<file path="src/rtl/core/tlhm_pkg.sv">
// Shared types, constants and codes for the telemetry link health monitor.
`timescale 1ns / 1ps

package tlhm_pkg;

  localparam int SEQ_BITS   = 32;
  localparam int COUNT_BITS = 32;

  localparam logic [7:0]  RUN_MAX           = 8'd255;
  localparam logic [15:0] MAGIC_RESET       = 16'd0;
  localparam logic [7:0]  VERSION_RESET     = 8'd0;
  localparam logic [7:0]  THRESHOLD_RESET   = 8'd3;
  localparam logic [31:0] MAX_AGE_RESET     = 32'd1000000;

  // configuration register indexes
  localparam int CFG_IDX_BITS = 2;
  localparam logic [CFG_IDX_BITS-1:0] CFG_EXPECTED_MAGIC   = 2'd0;
  localparam logic [CFG_IDX_BITS-1:0] CFG_EXPECTED_VERSION = 2'd1;
  localparam logic [CFG_IDX_BITS-1:0] CFG_DOWN_THRESHOLD   = 2'd2;
  localparam logic [CFG_IDX_BITS-1:0] CFG_FRESH_LIMIT      = 2'd3;
  localparam int CFG_DATA_BITS = 32;

  // link modes as reported on the result channel
  localparam logic [1:0] MODE_DOWN     = 2'd0;
  localparam logic [1:0] MODE_DEGRADED = 2'd1;
  localparam logic [1:0] MODE_LIVE     = 2'd2;

  // outcome of the ordered poll checks
  typedef enum logic [2:0] {
    POLL_OK        = 3'd0,
    POLL_IDENT_ERR = 3'd1,
    POLL_ID_BAD    = 3'd2,
    POLL_TELEM_ERR = 3'd3,
    POLL_CRC_ERR   = 3'd4,
    POLL_SEQ_STALL = 3'd5
  } poll_outcome_t;

  typedef struct packed {
    logic        ident_read_ok;
    logic [15:0] peer_magic;
    logic [7:0]  peer_version;
    logic        telem_read_ok;
    logic        crc_match;
    logic [31:0] frame_seq;
    logic [47:0] now_time;
  } tlhm_in_t;

  typedef struct packed {
    logic [1:0]  link_mode;
    logic        is_fresh;
    logic [7:0]  fail_run_out;
    logic [31:0] poll_total_out;
    logic [31:0] timeout_total_out;
    logic [31:0] crc_error_total_out;
  } tlhm_out_t;

  typedef struct packed {
    logic [15:0] expected_magic;
    logic [7:0]  expected_version;
    logic [7:0]  down_threshold;
    logic [31:0] fresh_limit;
  } tlhm_cfg_t;

endpackage

</file>
<file path="src/rtl/core/telemetry_link_health_monitor.sv">
// Top level of the telemetry link health monitor.
//
// One request on the in_ channel is the outcome of one poll of the peer.
// Each request yields exactly one result on the out_ channel: link mode,
// freshness of the last good frame, the failure run and the running
// poll, timeout and CRC error counters as they stand after that poll.
// A request taken at one edge is held in the input register, evaluated
// there against the link state and moved into the result register, and
// so onto out_, as soon as the result register is free or being taken.
// Throughput is one request per cycle while out_stall is low; the only
// loop is the link state register update through its next-state logic.
// in_stall is raised only when both the input register and the result
// register hold requests and the receiver stalls, so the block keeps
// taking requests while one finished result waits. A stalled result
// holds its payload until it is taken.
// Reset (synchronous, rst_n low) empties both registers, sets the link
// DOWN, clears all counters and loads the configuration defaults.
// cfg_ writes take effect at once and belong between polls only.
`timescale 1ns / 1ps

module telemetry_link_health_monitor (
  input  logic                             clk,
  input  logic                             rst_n,
  input  logic                             in_valid,
  output logic                             in_stall,
  input  tlhm_pkg::tlhm_in_t               in_data,
  output logic                             out_valid,
  input  logic                             out_stall,
  output tlhm_pkg::tlhm_out_t              out_data,
  input  logic                             cfg_we,
  input  logic [tlhm_pkg::CFG_IDX_BITS-1:0]  cfg_index,
  input  logic [tlhm_pkg::CFG_DATA_BITS-1:0] cfg_data
);
  import tlhm_pkg::*;

  tlhm_cfg_t cfg;
  tlhm_out_t result;

  logic      in_valid_r,  in_valid_nxt;
  tlhm_in_t  in_item_r;
  logic      out_valid_r, out_valid_nxt;
  tlhm_out_t out_data_r;

  logic s1_ready;
  logic s2_ready;
  logic advance;

  assign s2_ready = !out_valid_r || !out_stall;
  assign s1_ready = !in_valid_r || s2_ready;
  assign advance  = in_valid_r && s2_ready;
  assign in_stall = !s1_ready;

  tlhm_cfg u_cfg (
    .clk       (clk),
    .rst_n     (rst_n),
    .cfg_we    (cfg_we),
    .cfg_index (cfg_index),
    .cfg_data  (cfg_data),
    .cfg       (cfg)
  );

  tlhm_state u_state (
    .clk     (clk),
    .rst_n   (rst_n),
    .cfg     (cfg),
    .item    (in_item_r),
    .advance (advance),
    .result  (result)
  );

  always_comb begin
    in_valid_nxt = in_valid_r;
    if (s1_ready) begin
      in_valid_nxt = in_valid;
    end
    out_valid_nxt = out_valid_r;
    if (s2_ready) begin
      out_valid_nxt = in_valid_r;
    end
  end

  always_ff @(posedge clk) begin
    if (!rst_n) begin
      in_valid_r  <= 1'b0;
      out_valid_r <= 1'b0;
    end else begin
      in_valid_r  <= in_valid_nxt;
      out_valid_r <= out_valid_nxt;
    end
  end

  always_ff @(posedge clk) begin
    if (s1_ready && in_valid) begin
      in_item_r <= in_data;
    end
    if (advance) begin
      out_data_r <= result;
    end
  end

  assign out_valid = out_valid_r;
  assign out_data  = out_data_r;

endmodule

</file>
<file path="src/rtl/core/tlhm_cfg.sv">
// Configuration register file of the telemetry link health monitor.
`timescale 1ns / 1ps

module tlhm_cfg (
  input  logic                             clk,
  input  logic                             rst_n,
  input  logic                             cfg_we,
  input  logic [tlhm_pkg::CFG_IDX_BITS-1:0]  cfg_index,
  input  logic [tlhm_pkg::CFG_DATA_BITS-1:0] cfg_data,
  output tlhm_pkg::tlhm_cfg_t              cfg
);
  import tlhm_pkg::*;

  tlhm_cfg_t cfg_r;
  tlhm_cfg_t cfg_nxt;

  always_comb begin
    cfg_nxt = cfg_r;
    if (cfg_we) begin
      case (cfg_index)
        CFG_EXPECTED_MAGIC:   cfg_nxt.expected_magic   = cfg_data[15:0];
        CFG_EXPECTED_VERSION: cfg_nxt.expected_version = cfg_data[7:0];
        CFG_DOWN_THRESHOLD:   cfg_nxt.down_threshold   = cfg_data[7:0];
        CFG_FRESH_LIMIT:      cfg_nxt.fresh_limit      = cfg_data[31:0];
        default:              cfg_nxt = cfg_r;
      endcase
    end
  end

  always_ff @(posedge clk) begin
    if (!rst_n) begin
      cfg_r.expected_magic   <= MAGIC_RESET;
      cfg_r.expected_version <= VERSION_RESET;
      cfg_r.down_threshold   <= THRESHOLD_RESET;
      cfg_r.fresh_limit      <= MAX_AGE_RESET;
    end else begin
      cfg_r <= cfg_nxt;
    end
  end

  assign cfg = cfg_r;

endmodule

</file>
<file path="src/rtl/core/tlhm_state.sv">
// Poll checks, link state registers and result formation.
`timescale 1ns / 1ps

module tlhm_state (
  input  logic                 clk,
  input  logic                 rst_n,
  input  tlhm_pkg::tlhm_cfg_t  cfg,
  input  tlhm_pkg::tlhm_in_t   item,
  input  logic                 advance,
  output tlhm_pkg::tlhm_out_t  result
);
  import tlhm_pkg::*;

  logic [1:0]            mode_r,         mode_nxt;
  logic [7:0]            fail_run_r,     fail_run_nxt;
  logic                  had_good_r,     had_good_nxt;
  logic [SEQ_BITS-1:0]   last_seq_r,     last_seq_nxt;
  logic [47:0]           last_time_r,    last_time_nxt;
  logic [COUNT_BITS-1:0] poll_total_r,   poll_total_nxt;
  logic [COUNT_BITS-1:0] timeout_total_r, timeout_total_nxt;
  logic [COUNT_BITS-1:0] crc_total_r,    crc_total_nxt;

  poll_outcome_t       outcome;
  logic [SEQ_BITS-1:0] seq;
  logic [7:0]          run_inc;
  logic [47:0]         age;
  logic                fresh;

  assign seq = item.frame_seq[SEQ_BITS-1:0];

  // first failing check wins
  always_comb begin
    if (!item.ident_read_ok) begin
      outcome = POLL_IDENT_ERR;
    end else if (item.peer_magic != cfg.expected_magic ||
                 item.peer_version != cfg.expected_version) begin
      outcome = POLL_ID_BAD;
    end else if (!item.telem_read_ok) begin
      outcome = POLL_TELEM_ERR;
    end else if (!item.crc_match) begin
      outcome = POLL_CRC_ERR;
    end else if (had_good_r && seq == last_seq_r) begin
      outcome = POLL_SEQ_STALL;
    end else begin
      outcome = POLL_OK;
    end
  end

  assign run_inc = (fail_run_r == RUN_MAX) ? fail_run_r : fail_run_r + 8'd1;

  always_comb begin
    mode_nxt          = mode_r;
    fail_run_nxt      = fail_run_r;
    had_good_nxt      = had_good_r;
    last_seq_nxt      = last_seq_r;
    last_time_nxt     = last_time_r;
    poll_total_nxt    = poll_total_r + COUNT_BITS'(1);
    timeout_total_nxt = timeout_total_r;
    crc_total_nxt     = crc_total_r;

    if (outcome == POLL_OK) begin
      last_seq_nxt  = seq;
      last_time_nxt = item.now_time;
      had_good_nxt  = 1'b1;
      fail_run_nxt  = '0;
      mode_nxt      = MODE_LIVE;
    end else begin
      fail_run_nxt = run_inc;
      if (run_inc >= cfg.down_threshold) begin
        mode_nxt = MODE_DOWN;
      end else if (had_good_r) begin
        mode_nxt = MODE_DEGRADED;
      end else begin
        mode_nxt = MODE_DOWN;
      end
    end

    case (outcome)
      POLL_IDENT_ERR, POLL_TELEM_ERR, POLL_SEQ_STALL: begin
        timeout_total_nxt = timeout_total_r + COUNT_BITS'(1);
      end
      POLL_CRC_ERR: begin
        crc_total_nxt = crc_total_r + COUNT_BITS'(1);
      end
      default: begin
      end
    endcase
  end

  // freshness against the stored good frame; a success is age zero
  assign age = item.now_time - last_time_r;

  always_comb begin
    if (outcome == POLL_OK) begin
      fresh = 1'b1;
    end else if (!had_good_r) begin
      fresh = 1'b0;
    end else if (item.now_time < last_time_r) begin
      fresh = 1'b1;
    end else begin
      fresh = (age <= {16'd0, cfg.fresh_limit});
    end
  end

  always_ff @(posedge clk) begin
    if (!rst_n) begin
      mode_r          <= MODE_DOWN;
      fail_run_r      <= '0;
      had_good_r      <= 1'b0;
      last_seq_r      <= '0;
      last_time_r     <= '0;
      poll_total_r    <= '0;
      timeout_total_r <= '0;
      crc_total_r     <= '0;
    end else if (advance) begin
      mode_r          <= mode_nxt;
      fail_run_r      <= fail_run_nxt;
      had_good_r      <= had_good_nxt;
      last_seq_r      <= last_seq_nxt;
      last_time_r     <= last_time_nxt;
      poll_total_r    <= poll_total_nxt;
      timeout_total_r <= timeout_total_nxt;
      crc_total_r     <= crc_total_nxt;
    end
  end

  always_comb begin
    result.link_mode           = mode_nxt;
    result.is_fresh            = fresh;
    result.fail_run_out        = fail_run_nxt;
    result.poll_total_out      = 32'(poll_total_nxt);
    result.timeout_total_out   = 32'(timeout_total_nxt);
    result.crc_error_total_out = 32'(crc_total_nxt);
  end

endmodule

</file>
<file path="config.mk">
export PLATFORM = sky130hd
export DESIGN_NAME = telemetry_link_health_monitor
export DESIGN_NICKNAME = d
export VERILOG_FILES = /design/src/rtl/core/tlhm_pkg.sv /design/src/rtl/core/telemetry_link_health_monitor.sv /design/src/rtl/core/tlhm_cfg.sv /design/src/rtl/core/tlhm_state.sv
export SDC_FILE = /design/constraint.sdc
export NUM_CORES = 1
export LEC_CHECK = 0
export BUFFER_PORTS_ARGS = -buffer_cell sky130_fd_sc_hd__buf_2
export CORE_ASPECT_RATIO = 1.1
export CORE_MARGIN = 2
export CORE_UTILIZATION = 35
export CTS_CLUSTER_DIAMETER = 60
export DETAILED_ROUTE_END_ITERATION = 6
export PLACE_DENSITY = 0.62
export SYNTH_ARGS = -nofsm -noshare
export SYNTH_HDL_FRONTEND = slang
export SYNTH_HIERARCHICAL = 1
export SYNTH_SLANG_ARGS = --single-unit
</file>
<file path="constraint.sdc">
create_clock -name clk -period 13.7 [get_ports clk]
set_input_delay 2.055 -clock clk [delete_from_list [all_inputs] [get_ports clk]]
set_output_delay 2.055 -clock clk [all_outputs]
set_load 0.005 [all_outputs]
</file>
## Word-level counts from Yosys, hierarchy flattened

Cells that the tools add are included.
W data, S select, Z words.

| word-level totals | value |
|---|---|
| logic and storage cells | 78 |
| output and inout port bits | 109 |
| register bits | 465 |
| input bits | 146 |

| operators by class | value |
|---|---|
| eq/ne operators | 11 |
| magnitude comparators | 3 |
| add/subtract/negate cells | 5 |
| muxes and demuxes | 13 |
| reductions and logical operators | 19 |

Operators with widths:

| cell | number |
|---|---|
| $add A32 B1 Y32 const B | 3 |
| $mux W32 | 2 |
| $le A48 B32 Y1 | 1 |
| $lt A48 B48 Y1 | 1 |
| $sub A48 B48 Y48 | 1 |
| $eq A32 B32 Y1 | 1 |
| $mux W8 | 2 |
| $ne A16 B16 Y1 | 1 |
| $mux W3 | 5 |
| $reduce_and A2 Y1 | 5 |
| $add A8 B1 Y8 const B | 1 |
| $eq A8 B8 Y1 const B | 1 |
| $ge A8 B8 Y1 | 1 |
| $ne A8 B8 Y1 | 1 |
| $eq A3 B3 Y1 const B | 2 |
| $eq A2 B2 Y1 const B | 2 |
| $logic_not A1 Y1 | 4 |
| $eq A3 B1 Y1 const B | 1 |
| $eq A3 B2 Y1 const B | 1 |
| $logic_and A1 B1 Y1 | 3 |
| $logic_not A3 Y1 | 1 |
| $logic_or A1 B1 Y1 | 3 |
| $mux W1 | 3 |
| $reduce_or A3 Y1 | 1 |
| other kinds (4) | 4 |

## Longest topological paths before layout

| logic depth | value |
|---|---|
| word-level depth | 10 |
| mapped depth | 27 |
| mapped depth without buffers | 26 |

## Cells and area by module

Netlist, hierarchy kept.

Modules (own cells, without submodules):

| module | area each (um^2) | cells each | seq. area each (um^2) | instances |
|---|---|---|---|---|
| tlhm_state | 14,079.8 | 1,837 | 3,703.6 | 1 |
| telemetry_link_health_monitor | 6,510.0 | 222 | 6,466.2 | 1 |
| tlhm_cfg | 2,471.1 | 254 | 1,281.2 | 1 |

## Worst setup path after synthesis

No wires, ideal clock.

| path | value |
|---|---|
| kind | input to register |
| start | input out_stall |
| end | register u_state.last_seq_r[26] |
| path slack | 1,269 ps |
| library setup time | 122 ps |
| arrival | 12,309 ps |
| required time | 13,578 ps |
| stages on the path | 7 |
| path through | a21boi_0 inv_1 or3_1 clkbuf_1 clkbuf_1 nand2_1 a21boi_0 |

| between the ends | value |
|---|---|
| word-level cells in the longest chain between the ends | 4 |

Ends and longest elaborated chain:

| what | RTL line | text |
|---|---|---|
| from (decl) | telemetry_link_health_monitor.sv:28 | `input logic out_stall,` |
| $logic_not A1 Y1 | telemetry_link_health_monitor.sv:48 | `assign s2_ready = !out_valid_r \|\| !out_stall;` |
| $logic_or A1 B1 Y1 | telemetry_link_health_monitor.sv:48 |  |
| $logic_and A1 B1 Y1 | telemetry_link_health_monitor.sv:50 | `assign advance = in_valid_r && s2_ready;` |
| $reduce_and A2 Y1 (no line) | n/a |  |
| to (signal assigned) | tlhm_state.sv:119 | `last_seq_r <= last_seq_nxt;` |
| to (decl) | tlhm_state.sv:17 | `logic [SEQ_BITS-1:0] last_seq_r, last_seq_nxt;` |

Every way passes these cells.
A chain may end at the register's enable or synchronous reset.

## Final worst setup path

| path | value |
|---|---|
| start | register in_item_r[0] in the netlist's numbering |
| end | register out_data_r, in the netlist out_data[104], data pin |

| between the ends | value |
|---|---|
| word-level cells in the longest chain between the ends | 4 |
| elaborated cells on any way between the ends | 5 |
| classes of those cells | add/sub (1); order compare (2); mux (2) |

Ends and longest elaborated chain:

| what | RTL line | text |
|---|---|---|
| from (decl) | telemetry_link_health_monitor.sv:40 | `tlhm_in_t in_item_r;` |
| from (signal assigned) | telemetry_link_health_monitor.sv:94 | `in_item_r <= in_data;` |
| $sub A48 B48 Y48 | tlhm_state.sv:91 | `assign age = item.now_time - last_time_r;` |
| $le A48 B32 Y1 | tlhm_state.sv:101 | `fresh = (age <= {16'd0, cfg.fresh_limit});` |
| $mux W1 (*) | tlhm_state.sv:98 | `end else if (item.now_time < last_time_r) begin` |
| $mux W1 (*) | tlhm_state.sv:96 | `end else if (!had_good_r) begin` |
| to (signal assigned) | telemetry_link_health_monitor.sv:97 | `out_data_r <= result;` |
| to (decl) | telemetry_link_health_monitor.sv:42 | `tlhm_out_t out_data_r;` |

Every way passes the cells marked *; elsewhere a longest branch is shown, timed or not.

==> reports/results.ini <==
[critical_path]
end_kind=flop
required_ps=14020
slowest_delay_ps=520
timing_worst_setup_path_type=flop to flop
start_kind=flop
worst-path-max-fanout=3
cp.arrival_ps=5770
reg2reg_to=out_data[104]$_DFFE_PP_
timing.reg2reg.setup_slack_ps=8250
reg2reg_depth=25
r2r_start=in_item_r[0]$_DFFE_PP_
crit_slowest_cell=nor4_1

[floorplan]
placementRows=98
die_x_um=249
start_util_pct=35.4
ios=255
core-area_mm2=0.0651
design.die.area_mm2=0.0680
fp.dieH_um=273

[pwr]
power.total_mw=3.27
leakage_nw=10.1
clkPwrFrac_pct=45.8
p_per_area_mw_per_mm2=122
ir_worst_vdd_mv=0.0977
p_switching_mw=0.780
p_comb_share_pct=7.7
seqPwrFrac_pct=46.5
p_int_mw=2.49
swShare_pct=23.9

[timing]
fin_skew_ps=20.3
finalSetupViolations=0
fin_setup_tns_ps=0
finalCriticalPeriod_ps=5450
hold_violations=0
layout_setup_ws_ps=8250
maxSlewHeadroom_pct=36.6
fmax_ghz=0.184
min_period_over_period_pct=39.8
worst_pin_slew_ps=952
rsz0062_at_grt=false
drv_slew=0
hold_ws_ps=463

[status]
violations=DRC
status=complete, but fails checks

[finish]
seq_area_mm2=0.0115
fin_area_mm2=0.0269
fin_cells=3414
final_core_util_pct=41.3
nFillCells=6309
antenna_cells=0
drive_above_1_share_pct=15.1
multi_input_area_mm2=0.0107
nets=2758
area_growth_pct=16.6

[detailed_routing]
route.detailed.drc=20
drtAntennaViolNets=0
dr.pass1.iters=7
drtIter0Drc=907
finalWirelength_um=56200
vias=17000
via_per_inst=4.99
routedWlPerCell_um=16.5

[placed_design]
pre_cts_slack_ps=8320
postPlaceCellArea_mm2=0.0250
gp_congestion=0.912
port_buffers=254
dp.cells=3313
hpwl_um=40000

[clock_tree]
cts_hold_buf=0
cts.sinks=465
clock_path_buffers=3
cts_tree=yes
cts_root_buf=clkbuf_16
cts_htree_levels=2
clock_latency_ps=600
postCtsSetupBuffers=0
path_clk_slew_ps=60
cts_made_buffers=54
cts_resized=0

[synth]
ys_warn_count=6
ys_seq_area_share_pct=49.7
ys_ff_latch=465
synthTopCellsByCount=nand2_1 (386), dfxtp_1 (251), edfxtp_1 (214)
syn-cell-area_mm2=0.0231
syn_nets=2552
avgSynthCellArea_um2=9.97
synth_area_leaders=edfxtp_1 (28%), dfxtp_1 (22%), xnor2_1 (6.8%)
yosys.area.top_type=edfxtp_1
synth-edff-count=214
ys_types=81
synth_top_area_share_pct=27.9
yosysMostFrequentCell=nand2_1
synth-main-ff-cell=dfxtp_1
ys_async_sr_fraction_pct=0
synthCells=2313

[worst_hold_path]
holdPathStages=2
hold_end=u_state/last_time_r[46]$_SDFFE_PN0P_
min_path_type=flop to flop
holdCritStartpoint=u_state/last_time_r[46]$_SDFFE_PN0P_

[grt]
grt_pass1_wl_um=88500
grt_max_degree=115
antenna_found_initial=4
track_usage_pct=16.1
grt_pass1_vias=16700
grt_overflow_total=0

[job]
drv_cap=0

==> cells by family (layout without fill, tap and decap cells) <==
group | Yosys count | after routing | share of synthesized area, %
adder cells (fa/ha/maj) | 93 | 93 | 5.08
AO/OA/AOI/OAI | 339 | 339 | 9.77
AND/OR/NAND/NOR | 854 | 854 | 18.4
buffers and inverters | 232 | 483 | 4.16
flip-flops | 465 | 465 | 49.7
XOR/XNOR | 259 | 259 | 9.84
multiplexers | 71 | 71 | 3.10
==> worst max-delay path, delay by kind of cell, from the launching register on <==
kind	cells	cell delay (ps)
AO/OA/AOI/OAI	13	2360
XOR/XNOR	1	170
adder cells (fa/ha/maj)	3	910
buffers and inverters	1	50
flip-flops	1	350
AND/OR/NAND/NOR	7	1340
==> worst max path at each step <==
stage	from	to	slack, ps
after floorplan	out_stall	u_state/last_seq_r[26]$_SDFFE_PN0P_	1270
after global placement	in_item_r[0]$_DFFE_PP_	out_data[104]$_DFFE_PP_	8430
after detailed placement	in_item_r[0]$_DFFE_PP_	out_data[104]$_DFFE_PP_	8320
after CTS	in_item_r[0]$_DFFE_PP_	out_data[104]$_DFFE_PP_	8290
after global routing	in_item_r[0]$_DFFE_PP_	out_data[104]$_DFFE_PP_	7850
final	in_item_r[0]$_DFFE_PP_	out_data[104]$_DFFE_PP_	8250
==> layout by cell type, fill, tap and decap left out, drive strengths merged, types with 20 or more instances in the layout <==
cell type  Yosys  routed
a21oi         75      75
nand2        386     386
nor2b         30      30
nand3         85      85
inv          119     131
xnor2        178     178
and2          91      91
nor2          58      58
o21ai         63      63
nor3          23      23
edfxtp       214     214
or3           20      20
ha            92      92
clkbuf        84      69
buf           29     263
nand4         67      67
xor2          81      81
a21boi       100     100
and3          41      41
mux2i         67      67
dfxtp        251     251
==> state kept, by name (all words and copies together) (netlist names) <==
register / flops
out_data: 107
u_state/had_good_r: 1
in_valid_r: 1
u_state/last_seq_r: 32
u_state/timeout_total_r: 32
u_state/poll_total_r: 32
u_state/crc_total_r: 32
u_state/fail_run_r: 8
u_state/last_time_r: 48
in_item_r: 107
u_cfg/cfg: 64
out_valid: 1
==> power groups by stage <==
stage | Combinational, mW | Sequential [mW] | Clock [mW]
5_1_grt | 0.282 | 1.52 | 1.60
2_1_floorplan | 0.157 | 1.55 | 0
6_report | 0.253 | 1.52 | 1.49
3_3_place_gp | 0.251 | 1.55 | 0
3_5_place_dp | 0.254 | 1.55 | 0
4_1_cts | 0.255 | 1.52 | 1.55
==> routing by layer <==
layer / GRT usage (%) / routed length (µm)
met5: 0 / 0
met4: 4.88 / 1560
met3: 2.56 / 2540
met2: 28.8 / 27700
met1: 20.0 / 24400
==> final cells by class <==
cell class	count	share of cell area, %
inverters	119	1.66
clock buffers	69	5.81
flip-flops and latches	465	42.6
multi-input cells	1616	39.7
well taps	850	3.96
clock inverters	32	1.18
repair buffers	263	5.05
(Power assumes the default switching activity.)
